===== config.mk =====
export PLATFORM = sky130hd
export DESIGN_NAME = edge_timing_log_decoder_flat
export DESIGN_NICKNAME = d
export VERILOG_FILES = /design/src/etld_pkg.sv /design/src/etld_channels.sv /design/src/edge_timing_log_decoder.sv /design/src/flat_wrapper.sv
export SDC_FILE = /design/constraint.sdc
export NUM_CORES = 1
export LEC_CHECK = 0
export BUFFER_PORTS_ARGS = -buffer_cell sky130_fd_sc_hd__buf_2
export CAP_MARGIN = 5
export CORE_MARGIN = 2
export CORE_UTILIZATION = 60
export DETAILED_ROUTE_END_ITERATION = 12
export GPL_ROUTABILITY_DRIVEN = 0
export GPL_TIMING_DRIVEN = 0
export PLACE_DENSITY = 0.88
export SKIP_CTS_REPAIR_TIMING = 1
export SLEW_MARGIN = 20
export SYNTH_ARGS = -nofsm -noshare
export SYNTH_HDL_FRONTEND = slang
export SYNTH_SLANG_ARGS = --single-unit

===== constraint.sdc =====
create_clock -name clock -period 6.8 [get_ports clock]
set_input_delay 0.68 -clock clock [delete_from_list [all_inputs] [get_ports clock]]
set_output_delay 0.68 -clock clock [all_outputs]
set_load 0.01 [all_outputs]

===== src/etld_pkg.sv =====
// etld_pkg: shared constants for the edge timing log decoder
// no dependencies; used by the channel interfaces and the top level

package etld_pkg;

   localparam int LOG_BYTE_WIDTH = 8;
   localparam int OUT_TIME_WIDTH = 32;
   localparam int HIGH_BITS_WIDTH = 6;
   localparam int OFFSET_WIDTH = 14;

   // top two bits of a lead byte
   typedef enum logic [1:0] {
      LEAD_BASE_LO = 2'b00,
      LEAD_UP      = 2'b01,
      LEAD_DOWN    = 2'b10,
      LEAD_BASE_HI = 2'b11
   } lead_code_type;

   typedef enum logic {
      KIND_DOWN = 1'b0,
      KIND_UP   = 1'b1
   } edge_kind_type;

   localparam logic [OFFSET_WIDTH-1:0] OFFSET_WRAP_FIX = 14'h3fff;

endpackage


===== src/etld_channels.sv =====
// etld_channels: valid/ready channel interfaces for requests and results
// depends on etld_pkg for payload widths

interface etld_req_if
   import etld_pkg::*;
();
   logic                      valid;
   logic                      ready;
   logic [LOG_BYTE_WIDTH-1:0] log_byte;

   modport source (output valid, output log_byte, input ready);
   modport sink (input valid, input log_byte, output ready);
endinterface

interface etld_rsp_if
   import etld_pkg::*;
();
   logic                      valid;
   logic                      ready;
   logic                      edge_kind;
   logic [OUT_TIME_WIDTH-1:0] event_time;
   logic [OUT_TIME_WIDTH-1:0] time_since_last;

   modport source (output valid, output edge_kind, output event_time,
                   output time_since_last, input ready);
   modport sink (input valid, input edge_kind, input event_time,
                 input time_since_last, output ready);
endinterface


===== src/edge_timing_log_decoder.sv =====
// edge_timing_log_decoder: top level, decodes a byte log of timed edges
// depends on etld_pkg and the channel interfaces in etld_channels.sv

// Takes one log byte per request and returns one result per completed edge
// (kind, absolute timestamp, ticks since the previous edge). A byte with top
// bits 10 or 01 opens an edge and holds its high offset bits; the next byte,
// whatever its value, closes it with the low 8 bits. Bytes with top bits 00
// or 11 advance the time base by byte*0x3fff and give no result. Time wraps
// modulo 2^TIME_WIDTH; outputs carry the low 32 bits. Throughput is one byte
// per clock unless stalled: each byte passes an input register, then one
// add/compare/subtract stage into the result register. The request side
// only stalls when a closing byte meets a full result register that is not
// being drained.

module edge_timing_log_decoder
   import etld_pkg::*;
#(
   parameter int TIME_WIDTH = 32
) (
   input logic       clock,
   input logic       reset,
   etld_req_if.sink   req_bus,
   etld_rsp_if.source rsp_bus
);

   // input register
   logic                      in_valid_ff, in_valid_in;
   logic [LOG_BYTE_WIDTH-1:0] in_byte_ff, in_byte_in;

   // decoder state
   logic                       lead_pending_ff, lead_pending_in;
   logic                       pending_kind_ff, pending_kind_in;
   logic [HIGH_BITS_WIDTH-1:0] pending_high_ff, pending_high_in;
   logic [TIME_WIDTH-1:0]      time_base_ff, time_base_in;
   logic [TIME_WIDTH-1:0]      previous_time_ff, previous_time_in;

   // result register
   logic                      rsp_valid_ff, rsp_valid_in;
   logic                      rsp_kind_ff, rsp_kind_in;
   logic [OUT_TIME_WIDTH-1:0] rsp_time_ff, rsp_time_in;
   logic [OUT_TIME_WIDTH-1:0] rsp_delta_ff, rsp_delta_in;

   logic                  out_free;
   logic                  advance;
   lead_code_type         lead;
   logic [TIME_WIDTH-1:0] stamp;
   logic [TIME_WIDTH-1:0] delta;
   logic [TIME_WIDTH-1:0] base_step;

   // result register can take a new value this cycle
   assign out_free = !rsp_valid_ff || rsp_bus.ready;
   // held byte moves on unless it closes an edge and the output is blocked
   assign advance  = in_valid_ff && (!lead_pending_ff || out_free);

   assign req_bus.ready = !in_valid_ff || advance;

   assign lead = lead_code_type'(in_byte_ff[LOG_BYTE_WIDTH-1 -: 2]);

   // timestamp of the closing byte and its delta with the 0x3fff correction
   assign stamp = time_base_ff + TIME_WIDTH'({pending_high_ff, in_byte_ff});
   assign delta = (stamp >= previous_time_ff)
                ? stamp - previous_time_ff
                : stamp + TIME_WIDTH'(OFFSET_WRAP_FIX) - previous_time_ff;

   // byte * 0x3fff as (byte << 14) - byte
   assign base_step = TIME_WIDTH'({in_byte_ff, {OFFSET_WIDTH{1'b0}}})
                    - TIME_WIDTH'(in_byte_ff);

   always_comb begin
      in_valid_in      = in_valid_ff;
      in_byte_in       = in_byte_ff;
      lead_pending_in  = lead_pending_ff;
      pending_kind_in  = pending_kind_ff;
      pending_high_in  = pending_high_ff;
      time_base_in     = time_base_ff;
      previous_time_in = previous_time_ff;
      rsp_valid_in     = rsp_valid_ff;
      rsp_kind_in      = rsp_kind_ff;
      rsp_time_in      = rsp_time_ff;
      rsp_delta_in     = rsp_delta_ff;

      // input register
      if (req_bus.valid && req_bus.ready) begin
         in_valid_in = 1'b1;
         in_byte_in  = req_bus.log_byte;
      end else if (advance) begin
         in_valid_in = 1'b0;
      end

      // drain of the result register
      if (rsp_bus.ready) begin
         rsp_valid_in = 1'b0;
      end

      if (advance) begin
         if (lead_pending_ff) begin
            // closing byte: finish the edge
            lead_pending_in  = 1'b0;
            previous_time_in = stamp;
            rsp_valid_in     = 1'b1;
            rsp_kind_in      = pending_kind_ff;
            rsp_time_in      = OUT_TIME_WIDTH'(stamp);
            rsp_delta_in     = OUT_TIME_WIDTH'(delta);
         end else begin
            unique case (lead)
               LEAD_DOWN: begin
                  lead_pending_in = 1'b1;
                  pending_kind_in = KIND_DOWN;
                  pending_high_in = in_byte_ff[HIGH_BITS_WIDTH-1:0];
               end
               LEAD_UP: begin
                  lead_pending_in = 1'b1;
                  pending_kind_in = KIND_UP;
                  pending_high_in = in_byte_ff[HIGH_BITS_WIDTH-1:0];
               end
               default: begin
                  // time base advance byte
                  time_base_in = time_base_ff + base_step;
               end
            endcase
         end
      end
   end

   always_ff @(posedge clock) begin
      if (reset) begin
         in_valid_ff      <= 1'b0;
         lead_pending_ff  <= 1'b0;
         pending_kind_ff  <= KIND_DOWN;
         pending_high_ff  <= '0;
         time_base_ff     <= '0;
         previous_time_ff <= '0;
         rsp_valid_ff     <= 1'b0;
      end else begin
         in_valid_ff      <= in_valid_in;
         lead_pending_ff  <= lead_pending_in;
         pending_kind_ff  <= pending_kind_in;
         pending_high_ff  <= pending_high_in;
         time_base_ff     <= time_base_in;
         previous_time_ff <= previous_time_in;
         rsp_valid_ff     <= rsp_valid_in;
      end
   end

   // payload registers, no reset
   always_ff @(posedge clock) begin
      in_byte_ff   <= in_byte_in;
      rsp_kind_ff  <= rsp_kind_in;
      rsp_time_ff  <= rsp_time_in;
      rsp_delta_ff <= rsp_delta_in;
   end

   assign rsp_bus.valid           = rsp_valid_ff;
   assign rsp_bus.edge_kind       = rsp_kind_ff;
   assign rsp_bus.event_time      = rsp_time_ff;
   assign rsp_bus.time_since_last = rsp_delta_ff;

endmodule


===== src/flat_wrapper.sv =====
// flat-port wrapper written by rule: the top's interface ports become plain ports
module edge_timing_log_decoder_flat import etld_pkg::*;
#(
   parameter int TIME_WIDTH = 32
)
  (clock, reset, req_bus_valid, req_bus_log_byte, req_bus_ready, rsp_bus_valid, rsp_bus_edge_kind, rsp_bus_event_time, rsp_bus_time_since_last, rsp_bus_ready);
  etld_req_if req_bus_i ();
  etld_rsp_if rsp_bus_i ();
  input logic clock;
  input logic reset;
  input wire logic [$bits(req_bus_i.valid)-1:0] req_bus_valid;
  input wire logic [$bits(req_bus_i.log_byte)-1:0] req_bus_log_byte;
  output wire logic [$bits(req_bus_i.ready)-1:0] req_bus_ready;
  output wire logic [$bits(rsp_bus_i.valid)-1:0] rsp_bus_valid;
  output wire logic [$bits(rsp_bus_i.edge_kind)-1:0] rsp_bus_edge_kind;
  output wire logic [$bits(rsp_bus_i.event_time)-1:0] rsp_bus_event_time;
  output wire logic [$bits(rsp_bus_i.time_since_last)-1:0] rsp_bus_time_since_last;
  input wire logic [$bits(rsp_bus_i.ready)-1:0] rsp_bus_ready;
  assign req_bus_i.valid = req_bus_valid;
  assign req_bus_i.log_byte = req_bus_log_byte;
  assign req_bus_ready = req_bus_i.ready;
  assign rsp_bus_valid = rsp_bus_i.valid;
  assign rsp_bus_edge_kind = rsp_bus_i.edge_kind;
  assign rsp_bus_event_time = rsp_bus_i.event_time;
  assign rsp_bus_time_since_last = rsp_bus_i.time_since_last;
  assign rsp_bus_i.ready = rsp_bus_ready;
  edge_timing_log_decoder #(.TIME_WIDTH(TIME_WIDTH)) u_core (.clock(clock), .reset(reset), .req_bus(req_bus_i), .rsp_bus(rsp_bus_i));
endmodule

==> results of run 1 <==
==> flip-flops by register name, summed over array words and instances (netlist names) <==
signal and count:
u_core.in_valid_ff 1, u_core.pending_high_ff 6, u_core.rsp_bus.valid 1, u_core.previous_time_ff 32, u_core.time_base_ff 32, u_core.pending_kind_ff 1
u_core.rsp_bus.event_time 32, u_core.rsp_bus.time_since_last 32, u_core.lead_pending_ff 1, u_core.in_byte_ff 8, u_core.rsp_bus.edge_kind 1
==> logic make-up after synthesis <==
logic type	share of synthesized area
and+or+nand+nor	0.155
adders and majority gates	0.178
DFF	0.320
other	0.000326
xor gates and xnor gates	0.0785
muxes	0.0133
buffers and inverters	0.0505
AOI/OAI and AO/OA	0.204
==> metrics by stage <==
step                      utilization  worst slack, ps
after floorplan                     -             2000
after global placement          0.650             1270
after detailed placement        0.651             1110
after CTS                       0.681              996
after global routing            0.681              535
final                           0.681              858
==> cell type report <==
cell class	count	area (sq um)	area share
inverter	107	402	0.0314
multi-input combinational	1014	7260	0.568
clock buffer	19	454	0.0355
clock inverter	13	98.8	0.00774
timing repair buffer	79	410	0.0321
buffer	43	183	0.0143
tap	234	293	0.0229
sequential	147	3670	0.287
==> worst max-delay path: cells and delay by family (launching register included) <==
family / cells / cell delay [ps]
mux: 1 / 90
xor+xnor: 2 / 690
compound gates: 9 / 2500
fa+ha+maj: 3 / 1380
flops: 1 / 400
simple gates: 2 / 330
buf+inv: 2 / 280
==> cells in the mapped netlist, drive strengths merged, types with 4 or more instances <==
cell,n
o211ai,5
fa,33
o41ai,5
o21ai,73
a41oi,4
nand2b,16
edfxtp,73
a211oi,18
nand3b,6
o21a,10
inv,107
o221ai,4
mux2i,13
a21boi,7
nand2,142
nor2,94
a31o,4
clkbuf,33
xnor2,64
nor2b,7
xor2,39
o21bai,19
nor3,21
and2,7
a21oi,135
nand4,13
or3,4
buf,10
nand3,32
a21o,19
or4,6
o31ai,12
and3,11
dfxtp,74
nor4,5
a31oi,20
ha,111
==> power by group through the flow <==
| stage | clock network (mW) | registers, mW | logic, mW |
|---|---|---|---|
| finish | 0.897 | 1.04 | 1.34 |
| global route | 0.925 | 1.04 | 1.47 |
| CTS | 0.892 | 1.03 | 1.31 |
| detailed placement | 0 | 1.05 | 1.28 |
| global placement | 0 | 1.05 | 1.24 |
| floorplan | 0 | 1.05 | 1.01 |
==> how the worst min path moves through the flow <==
stage	to	slack (ps)
after floorplan	u_core.rsp_bus.edge_kind	410
after global placement	u_core.previous_time_ff[8]	440
after detailed placement	u_core.previous_time_ff[13]	450
after CTS	u_core.in_byte_ff[1]	410
after global routing	u_core.in_byte_ff[5]	410
final	u_core.in_byte_ff[1]	410
==> metal layers <==
metal / part of all wire / routed length [microns] / track usage
met5: 0 / 0 / 0
met4: 0.039 / 1160 / 0.140
met3: 0.069 / 2030 / 0.0394
met2: 0.48 / 14400 / 0.509
met1: 0.41 / 12100 / 0.372
==> run_results.csv, run 1 <==
group,metric,value,unit
power,seq_power_share,0.316,
logic_synthesis,avgSynthCellArea,8.82,sq um
die,start_util,0.612,
clock_network,ctsRootBufferMaster,"clkbuf_16",
setup_path,cp.required,6980,ps
placement,dp_hpwl,21700,microns
final_layout,antenna-diode-count,0,
global_routing,antenna_found_initial,0,
detailed_routing,drc,0,
final_layout,stdcell_count,1656,
global_routing,grt_max_degree,41,
setup_path,cpMaxStageDelayCell,"fa_1",
final_layout,layout.nets,1565,
detailed_routing,vias_per_cell,6.20,
detailed_routing,vias,10300,
logic_synthesis,synth_cell_types,79,
die,die_w,142,microns
power,power,3.28,mW
die,dieArea,0.0203,sq mm
logic_synthesis,synth.ff_latch_count,147,
setup_path,end_kind,"flip-flop",
power,p_comb_frac,0.410,
timing,slew_viol_final,0,
logic_synthesis,syn_area,0.0115,sq mm
timing,setup_viol_count_final,0,
worst_hold_path,holdPathStages,1,
setup_path,path_max_fanout,9,
timing,fin_crit_sh,0.874,
final_layout,layout_commonest_cell,"nand2_1",
clock_network,clkSlewWorstSetupHoldPaths,70,ps
detailed_routing,ant_nets,0,
setup_path,worstSetupPathType,"reg2reg",
setup_path,r2r_start,"u_core.in_byte_ff[0]",
detailed_routing,drtPass1Iterations,7,
logic_synthesis,yosys_warnings,0,
detailed_routing,routedWlPerCell,17.9,microns
clock_network,clockBufferDepth,2,
power,switchingPower,1.23,mW
clock_network,clk_latency,440,ps
die,ios,79,
power,p_int,2.04,mW
detailed_routing,drt-initial-drc-count,1209,
placement,placed_cell_area,0.0122,sq mm
die,dieHeight,142,microns
final_layout,fillers,1364,
setup_path,ff2ff_setup_slack,860,ps
timing,skew,12.3,ps
logic_synthesis,synth_edf_count,73,
timing,slew-limit-headroom,0.437,
timing,setup_tns,0,ps
power,p_clk_frac,0.274,
timing,worst_slew_pin_slew,838,ps
outcome,status,"completed",
clock_network,cts_max_level,4,
power,leakagePower,5.39,nW
setup_path,reg2reg_to,"u_core.rsp_bus.time_since_last[31]",
setup_path,worstSetupStartpointType,"flip-flop",
logic_synthesis,synth-seq-area-share,0.320,
worst_hold_path,hold_class,"in2reg",
timing,holdWs,415,ps
final_layout,syn2layout_area_growth,11.2,%
power,ir_drop,0.000207,V
timing,hold_viol,0,
logic_synthesis,synthTopCellsByArea,"edfxtp_1 (19%), dfxtp_1 (13%), ha_1 (12%), a21oi_1 (5.8%), fa_1 (5.8%)",
final_layout,design_area,0.0128,sq mm
setup_path,critPathArrivalTime,6120,ps
global_routing,grt.total_usage,0.297,
global_routing,grt_pass1_vias,9855,
logic_synthesis,synth_top_area_share,0.191,
timing,clock.fmax,168,MHz
setup_path,critPathLaunch,"u_core.in_byte_ff[0]",
logic_synthesis,async_flop_share,0,
power,p_sw_frac,0.376,
global_routing,grt_overflow,0,
setup_path,critPathMaxStageDelay,700,ps
final_layout,layout-drive-gt1-share,0.0985,
die,rows,50,
die,core,0.0188,sq mm
logic_synthesis,netlist_instances,1303,
clock_network,cts_buffers,17,
placement,dp_cells,1624,
logic_synthesis,yosys_most_used_dff,"dfxtp_1",
logic_synthesis,synth.largest_area_cell,"edfxtp_1",
worst_hold_path,hold_start,"req_bus_log_byte[1]",
timing,period_minus_slack,5940,ps
placement,port_buffers,78,
flow_run,drv_cap,0,
setup_path,path_cells,"ha_1, inv_1, fa_1, nor2b_1, o21ai_1, a21boi_1, o31ai_1, a21oi_1, a31oi_2, xnor2_1, inv_1, fa_1, nand3b_1, o31ai_2, a21oi_1, o41a_1, o41ai_2, xnor2_1, mux2i_1",
clock_network,cts_tree,"done",
setup_path,endpoint,"u_core.rsp_bus.time_since_last[31]",
clock_network,numClockSinks,147,
setup_path,r2r_cells,19,
power,power_density,256,mW/mm^2
final_layout,most-common-layout-cells,"nand2_1 (142), a21oi_1 (134), ha_1 (111), inv_1 (107), nor2_1 (94)",
detailed_routing,wl,29600,microns
global_routing,grt_pass1_wl,47900,microns
timing,grt_setup_unrepaired,"no",
No activity file was read; power rests on OpenSTA's default activity.
==> run 2: changes to the inputs <==
CORE_UTILIZATION = 30   (was 60)
PLACE_DENSITY = 0.54   (was 0.88)
==> run 2 against run 1 <==
  * Clock-buffer cell count down 2
  * Clock skew decreased by 3.0 ps
  * Hold slack better by 10 ps
  * Critical path depth rose by 4
==> run_results.csv, run 2 (same netlist as run 1, synthesis figures left out) <==
group,metric,value,unit
detailed_routing,vias_per_cell,4.87,
setup_path,path_max_fanout,9,
final_layout,area.sequential,0.00367,sq mm
final_layout,syn2layout_area_growth,14.7,%
setup_path,worstSetupStartpointType,"flip-flop",
setup_path,critPathArrivalTime,6030,ps
timing,slew_viol_final,0,
flow_run,drv_cap,0,
setup_path,critPathLaunch,"u_core.in_byte_ff[0]",
die,start_util,0.305,
placement,port_buffers,78,
power,power_density,253,mW/mm^2
die,core,0.0377,sq mm
power,p_clk_frac,0.296,
power,leakagePower,5.41,nW
detailed_routing,drtPass1Iterations,4,
detailed_routing,vias,9409,
final_layout,fillers,3941,
timing,clock.fmax,171,MHz
clock_network,clk_latency,430,ps
power,ir_drop,0.000133,V
setup_path,reg2reg_to,"u_core.rsp_bus.time_since_last[31]",
clock_network,cts_max_level,4,
detailed_routing,ant_nets,0,
power,seq_power_share,0.310,
setup_path,worstSetupPathType,"reg2reg",
timing,grt_setup_unrepaired,"no",
global_routing,grt_max_degree,45,
power,p_comb_frac,0.394,
clock_network,ctsRootBufferMaster,"clkbuf_16",
global_routing,antenna_found_initial,0,
timing,worst_slew_pin_slew,843,ps
worst_hold_path,hold_start,"req_bus_log_byte[6]",
detailed_routing,drc,0,
final_layout,most-common-layout-cells,"nand2_1 (142), a21oi_1 (134), ha_1 (111), inv_1 (107), nor2_1 (94)",
power,switchingPower,1.21,mW
final_layout,multi_input_area,0.00726,sq mm
die,ios,79,
clock_network,cts_buffers,17,
timing,setup_tns,0,ps
die,dieArea,0.0399,sq mm
die,dieHeight,200,microns
global_routing,grt_pass1_wl,48600,microns
power,p_int,2.13,mW
timing,skew,9.37,ps
outcome,status,"completed",
setup_path,cp.required,6980,ps
setup_path,endpoint,"u_core.rsp_bus.time_since_last[31]",
timing,setup_viol_count_final,0,
setup_path,ff2ff_setup_slack,950,ps
clock_network,numClockSinks,147,
setup_path,r2r_start,"u_core.in_byte_ff[0]",
placement,dp_hpwl,24500,microns
final_layout,layout-drive-gt1-share,0.0985,
final_layout,layout.nets,1565,
setup_path,end_kind,"flip-flop",
final_layout,design_area,0.0132,sq mm
detailed_routing,routedWlPerCell,15.9,microns
timing,period_minus_slack,5850,ps
timing,hold_viol,0,
global_routing,grt_pass1_vias,9322,
detailed_routing,drt-initial-drc-count,536,
clock_network,cts_tree,"done",
clock_network,clockBufferDepth,2,
timing,fin_crit_sh,0.860,
setup_path,r2r_cells,23,
global_routing,grt_overflow,0,
worst_hold_path,hold_class,"in2reg",
die,die_w,200,microns
timing,slew-limit-headroom,0.438,
final_layout,layout_commonest_cell,"nand2_1",
power,p_sw_frac,0.362,
detailed_routing,wl,30600,microns
global_routing,grt.total_usage,0.156,
die,rows,71,
final_layout,antenna-diode-count,0,
placement,placed_cell_area,0.0126,sq mm
clock_network,clkSlewWorstSetupHoldPaths,60,ps
## run 2: cell types whose count changed in the layout (fill, tap and decap cells not counted)
cell | before | now
clkinv_2 | 2 | 1
clkbuf_1 | 33 | 32
clkinv_1 | 1 | 2
bufinv_16 | 0 | 3
clkinv_4 | 3 | 4
clkinvlp_4 | 2 | 1
inv_6 | 3 | 4
inv_4 | 1 | 0
clkbuf_16 | 18 | 17
inv_8 | 1 | 0
## run 2: worst min path at each step
stage,end,depth (start not counted)
after floorplan,u_core.rsp_bus.edge_kind,0
after global placement,u_core.previous_time_ff[10],2
after detailed placement,u_core.previous_time_ff[9],2
after CTS,u_core.in_byte_ff[6],1
after global routing,u_core.in_byte_ff[6],1
final,u_core.in_byte_ff[6],1
## run 2: metal layers
metal | up-vias | track usage | wire, microns
met5 | - | 0 | 0
met4 | 0 | 0.0554 | 740
met3 | 38 | 0.0216 | 1070
li1 | 4835 | - | -
met1 | 4353 | 0.197 | 14200
met2 | 183 | 0.273 | 14700
## run 2: final cells by class
cell class / count / area share
Clock inverter: 15 / 0.0137
Multi-Input combinational cell: 1014 / 0.551
Clock buffer: 17 / 0.0323
Sequential cell: 147 / 0.279
Buffer: 43 / 0.0139
Tap cell: 511 / 0.0485
Inverter: 107 / 0.0305
Timing Repair Buffer: 79 / 0.0311
## run 2: power by group through the flow
stage | Clock, mW | Combinational, mW | Sequential, mW
after floorplan | 0 | 1.01 | 1.05
after global routing | 1.04 | 1.48 | 1.04
final | 0.988 | 1.32 | 1.04
after global placement | 0 | 1.30 | 1.06
after detailed placement | 0 | 1.31 | 1.06
after CTS | 1.01 | 1.32 | 1.04
## run 2: metrics by stage
step	setup WS, ps	utilization	cells	hold slack, ps	total power, mW
final	950	0.350	1933	425	3.34
after global routing	468	0.350	1933	408	3.55
after CTS	986	0.350	1933	404	3.37
after detailed placement	1020	0.334	1901	447	2.37
after global placement	971	0.333	1900	444	2.36
after floorplan	2000	-	1311	408	2.06
## run 2: worst max-delay path, cell delays in order, from the launching register on
cell and delay (ps):
edfxtp_1 450, ha_1 290, inv_1 130, fa_1 230, nor2b_1 60, o21ai_1 160, a21boi_1 120, o31ai_1 400
a21oi_1 230, a31oi_2 510, nor3b_1 130, xnor2_1 380, inv_1 150, ha_1 240, inv_1 70, fa_1 510
nor2_1 140, nand2_1 80, o221ai_1 180, a21oi_1 140, o41a_1 440, o41ai_2 300, xnor2_1 160, mux2i_1 80
